### src/rtl/polyline_ribbon_expander_macros.svh
// ----------------------------------------------------------------------------
// polyline ribbon expander assertion macros
// shared concurrent check forms, clocked on clock and quiet during reset
// ----------------------------------------------------------------------------
`ifndef POLYLINE_RIBBON_EXPANDER_MACROS_SVH
`define POLYLINE_RIBBON_EXPANDER_MACROS_SVH

// consequent must hold in the same cycle as the antecedent
`define PRX_ASSERT_IMPL(lbl, ante, cons) \
   lbl: assert property (@(posedge clock) disable iff (reset) (ante) |-> (cons)) \
      else $error("polyline ribbon expander: same-cycle check failed");

// consequent must hold in the cycle after the antecedent
`define PRX_ASSERT_NEXT(lbl, ante, cons) \
   lbl: assert property (@(posedge clock) disable iff (reset) (ante) |=> (cons)) \
      else $error("polyline ribbon expander: next-cycle check failed");

`endif

### src/rtl/prx_pkg.sv
// ----------------------------------------------------------------------------
// prx_pkg
// types, codes and helpers shared by the polyline ribbon expander
// ----------------------------------------------------------------------------
package prx_pkg;

   localparam int PRX_MAX_POINTS = 4096;
   localparam int IDX_W          = 14;
   localparam int CSR_IDX_W      = 2;
   localparam logic [31:0] THIN_LIMIT = 32'h0001_0000;

   typedef enum logic [1:0] {
      KIND_VERTEX = 2'd0,
      KIND_INDEX  = 2'd1,
      KIND_END    = 2'd2
   } kind_type;

   typedef enum logic [CSR_IDX_W-1:0] {
      CSR_LINE_WIDTH  = 2'd0,
      CSR_CLOSED_LOOP = 2'd1,
      CSR_COLOR_RGBA  = 2'd2
   } csr_idx_type;

   typedef enum logic [4:0] {
      ST_IDLE, ST_DECIDE, ST_THIN, ST_CLOSE_CHK, ST_CTHIN, ST_SEG, ST_NORM,
      ST_SQX, ST_SQY, ST_ROOT_GO, ST_ROOT, ST_MULX, ST_DIVX_GO, ST_DIVX,
      ST_MULY, ST_DIVY_GO, ST_DIVY, ST_OFFS, ST_WEMIT, ST_FINISH
   } state_type;

   typedef enum logic [3:0] {
      OP_NONE, OP_ACCEPT, OP_DECIDE, OP_CLOSE_LOAD, OP_SEG, OP_NORM,
      OP_SQX, OP_SQY, OP_ROOT_GO, OP_MULX, OP_DIVX_GO, OP_MULY, OP_DIVY_GO,
      OP_OFFS, OP_EMIT, OP_FINISH
   } op_type;

   typedef enum logic [2:0] {
      RS_VFIRST, RS_VCUR, RS_IDXM1, RS_IDX, RS_ICLOSE, RS_IZERO, RS_WVERT, RS_WIDX
   } rsel_type;

   typedef struct packed {
      op_type      op;
      rsel_type    sel;
      logic [2:0]  k;
   } cmd_type;

   typedef struct packed {
      logic thin;
      logic kept;
      logic count_zero;
      logic count_one;
      logic close_ok;
      logic seg_zero;
      logic norm_done;
      logic root_busy;
      logic div_busy;
      logic can_emit;
      logic can_finish;
   } sts_type;

   typedef struct packed {
      kind_type          kind;
      logic [31:0]       pos_x;
      logic [31:0]       pos_y;
      logic [31:0]       pos_z;
      logic              tex_u;
      logic              tex_v;
      logic [31:0]       color;
      logic [IDX_W-1:0]  idx;
   } rec_type;

   // corner offsets of the two quad triangles
   function automatic logic [1:0] quad_offset(input logic [2:0] k);
      logic [1:0] r;
      case (k)
         3'd0:    r = 2'd0;
         3'd1:    r = 2'd1;
         3'd2:    r = 2'd2;
         3'd3:    r = 2'd0;
         3'd4:    r = 2'd2;
         3'd5:    r = 2'd3;
         default: r = 2'd0;
      endcase
      return r;
   endfunction

   // clamp a 34-bit signed sum to the signed 32-bit range
   function automatic logic [31:0] sat32(input logic [33:0] v);
      logic [31:0] r;
      if (!v[33] && (v[32:31] != 2'b00)) begin
         r = 32'h7FFF_FFFF;
      end else if (v[33] && (v[32:31] != 2'b11)) begin
         r = 32'h8000_0000;
      end else begin
         r = v[31:0];
      end
      return r;
   endfunction

endpackage

### src/rtl/prx_ctrl.sv
// ----------------------------------------------------------------------------
// prx_ctrl
// sequencer: steps the datapath through one point and its records
// ----------------------------------------------------------------------------
module prx_ctrl (
   input  logic             clock,
   input  logic             reset,
   input  logic             req_valid,
   output logic             req_stall,
   output prx_pkg::cmd_type cmd,
   input  prx_pkg::sts_type sts
);
   import prx_pkg::*;

   state_type  state_ff, state_in;
   logic [3:0] sub_ff, sub_in;
   logic       closing_ff, closing_in;

   always_comb begin
      state_in   = state_ff;
      sub_in     = sub_ff;
      closing_in = closing_ff;
      cmd.op     = OP_NONE;
      cmd.sel    = RS_VCUR;
      cmd.k      = '0;
      case (state_ff)
         ST_IDLE: begin
            if (req_valid) begin
               cmd.op   = OP_ACCEPT;
               state_in = ST_DECIDE;
            end
         end
         ST_DECIDE: begin
            cmd.op     = OP_DECIDE;
            closing_in = 1'b0;
            if (sts.kept && !sts.count_zero) begin
               if (sts.thin) begin
                  sub_in   = sts.count_one ? 4'd0 : 4'd1;
                  state_in = ST_THIN;
               end else begin
                  state_in = ST_SEG;
               end
            end else begin
               state_in = ST_CLOSE_CHK;
            end
         end
         ST_THIN: begin
            case (sub_ff[1:0])
               2'd0:    cmd.sel = RS_VFIRST;
               2'd1:    cmd.sel = RS_VCUR;
               2'd2:    cmd.sel = RS_IDXM1;
               default: cmd.sel = RS_IDX;
            endcase
            if (sts.can_emit) begin
               cmd.op = OP_EMIT;
               sub_in = sub_ff + 4'd1;
               if (sub_ff == 4'd3) begin
                  state_in = ST_CLOSE_CHK;
               end
            end
         end
         ST_CLOSE_CHK: begin
            closing_in = 1'b1;
            if (sts.close_ok) begin
               if (sts.thin) begin
                  sub_in   = 4'd0;
                  state_in = ST_CTHIN;
               end else begin
                  cmd.op   = OP_CLOSE_LOAD;
                  state_in = ST_SEG;
               end
            end else begin
               state_in = ST_FINISH;
            end
         end
         ST_CTHIN: begin
            cmd.sel = sub_ff[0] ? RS_IZERO : RS_ICLOSE;
            if (sts.can_emit) begin
               cmd.op = OP_EMIT;
               sub_in = sub_ff + 4'd1;
               if (sub_ff == 4'd1) begin
                  state_in = ST_FINISH;
               end
            end
         end
         ST_SEG: begin
            cmd.op = OP_SEG;
            if (sts.seg_zero) begin
               state_in = closing_ff ? ST_FINISH : ST_CLOSE_CHK;
            end else begin
               state_in = ST_NORM;
            end
         end
         ST_NORM: begin
            if (sts.norm_done) begin
               state_in = ST_SQX;
            end else begin
               cmd.op = OP_NORM;
            end
         end
         ST_SQX: begin
            cmd.op   = OP_SQX;
            state_in = ST_SQY;
         end
         ST_SQY: begin
            cmd.op   = OP_SQY;
            state_in = ST_ROOT_GO;
         end
         ST_ROOT_GO: begin
            cmd.op   = OP_ROOT_GO;
            state_in = ST_ROOT;
         end
         ST_ROOT: begin
            if (!sts.root_busy) begin
               state_in = ST_MULX;
            end
         end
         ST_MULX: begin
            cmd.op   = OP_MULX;
            state_in = ST_DIVX_GO;
         end
         ST_DIVX_GO: begin
            cmd.op   = OP_DIVX_GO;
            state_in = ST_DIVX;
         end
         ST_DIVX: begin
            if (!sts.div_busy) begin
               state_in = ST_MULY;
            end
         end
         ST_MULY: begin
            cmd.op   = OP_MULY;
            state_in = ST_DIVY_GO;
         end
         ST_DIVY_GO: begin
            cmd.op   = OP_DIVY_GO;
            state_in = ST_DIVY;
         end
         ST_DIVY: begin
            if (!sts.div_busy) begin
               state_in = ST_OFFS;
            end
         end
         ST_OFFS: begin
            cmd.op   = OP_OFFS;
            sub_in   = 4'd0;
            state_in = ST_WEMIT;
         end
         ST_WEMIT: begin
            if (sub_ff < 4'd4) begin
               cmd.sel = RS_WVERT;
               cmd.k   = sub_ff[2:0];
            end else begin
               cmd.sel = RS_WIDX;
               cmd.k   = 3'(sub_ff - 4'd4);
            end
            if (sts.can_emit) begin
               cmd.op = OP_EMIT;
               sub_in = sub_ff + 4'd1;
               if (sub_ff == 4'd9) begin
                  state_in = closing_ff ? ST_FINISH : ST_CLOSE_CHK;
               end
            end
         end
         ST_FINISH: begin
            if (sts.can_finish) begin
               cmd.op   = OP_FINISH;
               state_in = ST_IDLE;
            end
         end
         default: begin
            state_in = ST_IDLE;
         end
      endcase
   end

   always_ff @(posedge clock) begin
      if (reset) begin
         state_ff   <= ST_IDLE;
         sub_ff     <= '0;
         closing_ff <= 1'b0;
      end else begin
         state_ff   <= state_in;
         sub_ff     <= sub_in;
         closing_ff <= closing_in;
      end
   end

   assign req_stall = (state_ff != ST_IDLE);

endmodule

### config.mk
export PLATFORM = sky130hd
export DESIGN_NAME = prx_ctrl
export DESIGN_NICKNAME = d
export VERILOG_FILES = /design/src/rtl/polyline_ribbon_expander_macros.svh /design/src/rtl/prx_pkg.sv /design/src/rtl/prx_ctrl.sv
export SDC_FILE = /design/constraint.sdc
export NUM_CORES = 1
export LEC_CHECK = 0
export BUFFER_PORTS_ARGS = -buffer_cell sky130_fd_sc_hd__buf_4
export CORE_MARGIN = 2
export CORE_UTILIZATION = 30
export DETAILED_ROUTE_END_ITERATION = 7
export SLEW_MARGIN = 20
export SYNTH_ARGS = -nofsm -noshare
export SYNTH_HDL_FRONTEND = slang
export SYNTH_SLANG_ARGS = --single-unit
### constraint.sdc
create_clock -name clock -period 4.2 [get_ports clock]
set_clock_uncertainty 0.15 [all_clocks]
set_input_delay 0.21 -clock clock [delete_from_list [all_inputs] [get_ports clock]]
set_output_delay 0.21 -clock clock [all_outputs]
set_load 0.02 [all_outputs]
---- Yosys cells after proc, flatten, opt, wreduce, memory -nomap -nowiden ----
Cells that the tools add are included.
cells by class
  add/sub/neg operators ................... 2
  order comparisons ....................... 1
  equality and inequality tests ........... 41
  mux-type cells .......................... 39
  reduce and logical (&&, ||, !) cells .... 10
operator list
  cell                                                        number
  case mux 5 bit (20 select lines)                            1
  2-to-1 mux 5 bit                                            16
  case mux 4 bit (15 select lines)                            1
  == test 5 x 4 -> 1 bit, second input constant               8
  2-to-1 mux 4 bit                                            8
  != test 2 bit, second input constant                        16
  == test 5 x 3 -> 1 bit, second input constant               4
  == test 5 bit, second input constant                        4
  case mux 4 bit (4 select lines)                             1
  AND reduction 12 bit                                        1
  == test 5 x 2 -> 1 bit, second input constant               2
  2-to-1 mux 3 bit                                            3
  case mux 3 bit (3 select lines)                             1
  case mux 2 bit (3 select lines)                             1
  AND reduction 6 bit                                         1
  == test 5 x 1 -> 1 bit, second input constant               1
  zero test 5 bit                                             1
  nonzero test 5 bit                                          1
  adder 4 x 1 -> 4 bit, second input constant                 1
  == test 4 x 1 -> 1 bit, second input constant               1
  == test 4 x 2 -> 1 bit, second input constant               1
  == test 4 bit, second input constant                        1
  less-than comparator 4 x 3 -> 1 bit, second input constant  1
  2-to-1 mux 1 bit                                            4
  other kinds (12)                                            13
word-level totals
  flip-flop bits (word level) ............. 10
  input bits .............................. 14
  output and inout port bits .............. 11

---- Logic depth before layout (Yosys ltp) ----
  word-level depth ........................ 4
  gate-level depth with buffers ........... 8

---- Worst setup path after synthesis ----
OpenSTA, ideal clock, no wires.
  kind .................................... register to output
  start ................................... reg state_ff[3]
  end ..................................... out cmd[8] (netlist name)
  arrival time ............................ 1.551 ns
  data required time ...................... 3.840 ns
  path slack .............................. 2.289 ns
  cell stages (with the launch flop) ...... 7
  cells stage by stage .................... dfxtp_1 buf_6 clkbuf_1 buf_2 nand2_1 o32a_1 o21ai_1
RTL lines
  what                    line             text
  from (decl)             prx_ctrl.sv:15   state_type state_ff, state_in;
  from (signal assigned)  prx_ctrl.sv:183  state_ff <= state_in;
  to (decl)               prx_ctrl.sv:10   output prx_pkg::cmd_type cmd,

==> run metrics <==
nets 214; Final Hold Viols 0; routed via count 1385; yosys warns 0; most frequent cells after synthesis 17 x nand2_1, 11 x buf_2, 11 x nand2b_1, 11 x nor2_1, 10 x dfxtp_1; share of the yosys chip area belonging to registers 15.2%; cts repair resizes 0; post-synth top area share 15.2%; initial antenna violation count 0; Setup Viol. Count Final 0; Pre-Repair DR Iteration Count 4; port buffer count 24; CORE AREA 4290 sq um; Clk pwr share 14.0%; H-tree Lvls 1; final max-slew violation count 0; first-pass GRT wire length 5910 um; placed cell areas 1490 sq um; Yosys cell types 57; CTS tree yes; Total GRT Usage 14.6%; fraction of layout cells with a size suffix above 1 19.9%; largest net degree at the start of global routing 38; area grow syn2layout 17.3%; cell area after layout 1540 sq um; Die Width 70.2 um; CP Max Fanout 26; synthesized area 1320 sq um; Net Sw Power 0.000414 W; worst-skew pair later-pin latency 230 ps; DRT iter0 DRCs 135; Async SR Flop Fraction 0%; Num CTS Buffers 3; VDD IR max 0.166 mV; final WL 3610 um; PD cells 551 nW/um^2; Die Ht 70.2 um; largest cells by area after synthesis dfxtp_1 15%, nand2b_1 5.2%, nand2_1 4.8%; fin crit period 2730 ps; WP data required 3840 ps; Yosys reg bits 10; # Post-CTS Setup Buffers 0; count leader, synth nand2_1; CTS Buffer Depth 2; Sw Share 48.7%; Internal 0.000437 W; Worst Path Buf+Inv 1; sequential share of power 26.4%; Comb power frac 59.6%; Synth Flop Type dfxtp_1; CTS Hold Bufs 0; RSZ-0062 raised after global routing false; outcome completed; Mapped Nets 199; Leakage Power 0.602 nW; DRC 0; crit end category output pin; crit path launch type flop; Pwr Total 0.000851 W; Detail Route Antenna Nets 0; fill count 477; grt ovf 0; # diodes 0; Sink Count 10; syn_area_per_cell 7.23 sq um; FP Rows 24; slew at the pin closest to its max-slew limit 963 ps; Initial Utilization 30.7%; slowest CP cell dfxtp_1; crit path cell chain nor3b_2 -> o21a_1 -> nand2_1 -> a21boi_1 -> o21ai_0 -> buf_4; Die ar. 4930 sq um; Post-Syn Instances 182; clock slew at the register clock pins of the worst setup and hold paths 50 ps; critical path's largest stage delay 880 ps; leading area contributor after synthesis dfxtp_1; cell family with most CP delay flip-flops; Avg WL per Cell 14.5 um; CTS Root Cell clkbuf_8; GPL Wtd Cong 0.821; setup tns final 0 ps; DP Wirelength 2590 um; max_cap viols 0; crit share post-route 65.0%; via/cell ratio 5.58; worst setup path class reg2out; Slew HR 35.7%; Hold Crit Class in2reg; EDFF count, synth 0; # IOs 25; CP arrival 2370 ps; Max Clk Rate 0.366 GHz; vias in the first global route 1228
[path summary, 6_finish.rpt]
kind                                          startpoint                  endpoint  slack (ps)  depth (start not counted)
worst max-delay path            state_ff[2]$_SDFFE_PP0P_                    cmd[9]        1470                          6
worst min-delay path                               reset    sub_ff[1]$_SDFFE_PP0P_          80                          2
worst max register to register  state_ff[0]$_SDFFE_PP0P_  state_ff[1]$_SDFFE_PP0P_        1660                          5
worst min register to register    sub_ff[1]$_SDFFE_PP0P_    sub_ff[1]$_SDFFE_PP0P_         400                          2
[placed cells by master (no fill, tap or decap), types with 3 or more instances in the layout]
master    netlist  final
a211oi_1        4      4
a21oi_1         9      9
a31oi_1         3      3
buf_4           0     26
clkbuf_8        0      4
dfxtp_1        10      9
ha_1            3      3
inv_1           7      7
mux2i_1         6      6
nand2_1        17     17
nand2b_1       11     11
nand3_1         4      4
nor2_1         11     11
nor2b_1         3      3
nor3_1          5      5
o21ai_0         8      8
o21ai_1         8      8
o22ai_1         4      4
or4b_1          3      3
[per-layer routing]
metal	GRT usage (%)	part of all wire (%)	wire [um]
met5	0	0	0
met4	2.99	0.47	17
met3	2.89	5.4	196
met1	21.8	48	1730
met2	21.5	46	1660
[layout make-up]
cell class | count | area (sq um) | share of cell area, %
Clock buffer | 4 | 55.1 | 3.57
Inverter | 7 | 26.3 | 1.70
Multi-Input combinational cell | 149 | 1000 | 64.8
Sequential cell | 10 | 201 | 13.0
Tap cell | 52 | 65.1 | 4.21
Timing Repair Buffer | 26 | 195 | 12.6
[through the flow]
stage	setup WS [ps]	hold slack (ps)	instances	utilization, %
after CTS	1400	79.9	248	35.9
after global routing	1260	104	248	36.0
after global placement	1630	328	244	34.6
final	1470	81.2	248	36.0
after floorplan	2290	240	182	-
after detailed placement	1630	324	244	34.6
[cell families after synthesis]
group	count (synthesis)	share of synthesized area (%)
simple gates	79	36.6
compound gates	58	30.0
buf+inv	23	8.75
flops	10	15.2
mux	6	4.56
xor+xnor	3	2.00
fa+ha+maj	3	2.85
[power by group through the flow]
| stage | Clock [W] | Combinational [W] | Sequential [W] |
|---|---|---|---|
| finish | 0.000119 | 0.000507 | 0.000225 |
| global route | 0.000131 | 0.000556 | 0.000237 |
| CTS | 0.000121 | 0.000509 | 0.000220 |
| detailed placement | 0 | 0.000507 | 0.000223 |
| global placement | 0 | 0.000507 | 0.000221 |
| floorplan | 0 | 0.000478 | 0.000131 |
[registers in the layout, summed over array words and instances, names as in the netlist]
register	count
closing_ff	1
state_ff	5
sub_ff	4
Power figures use the tool's default switching activity.
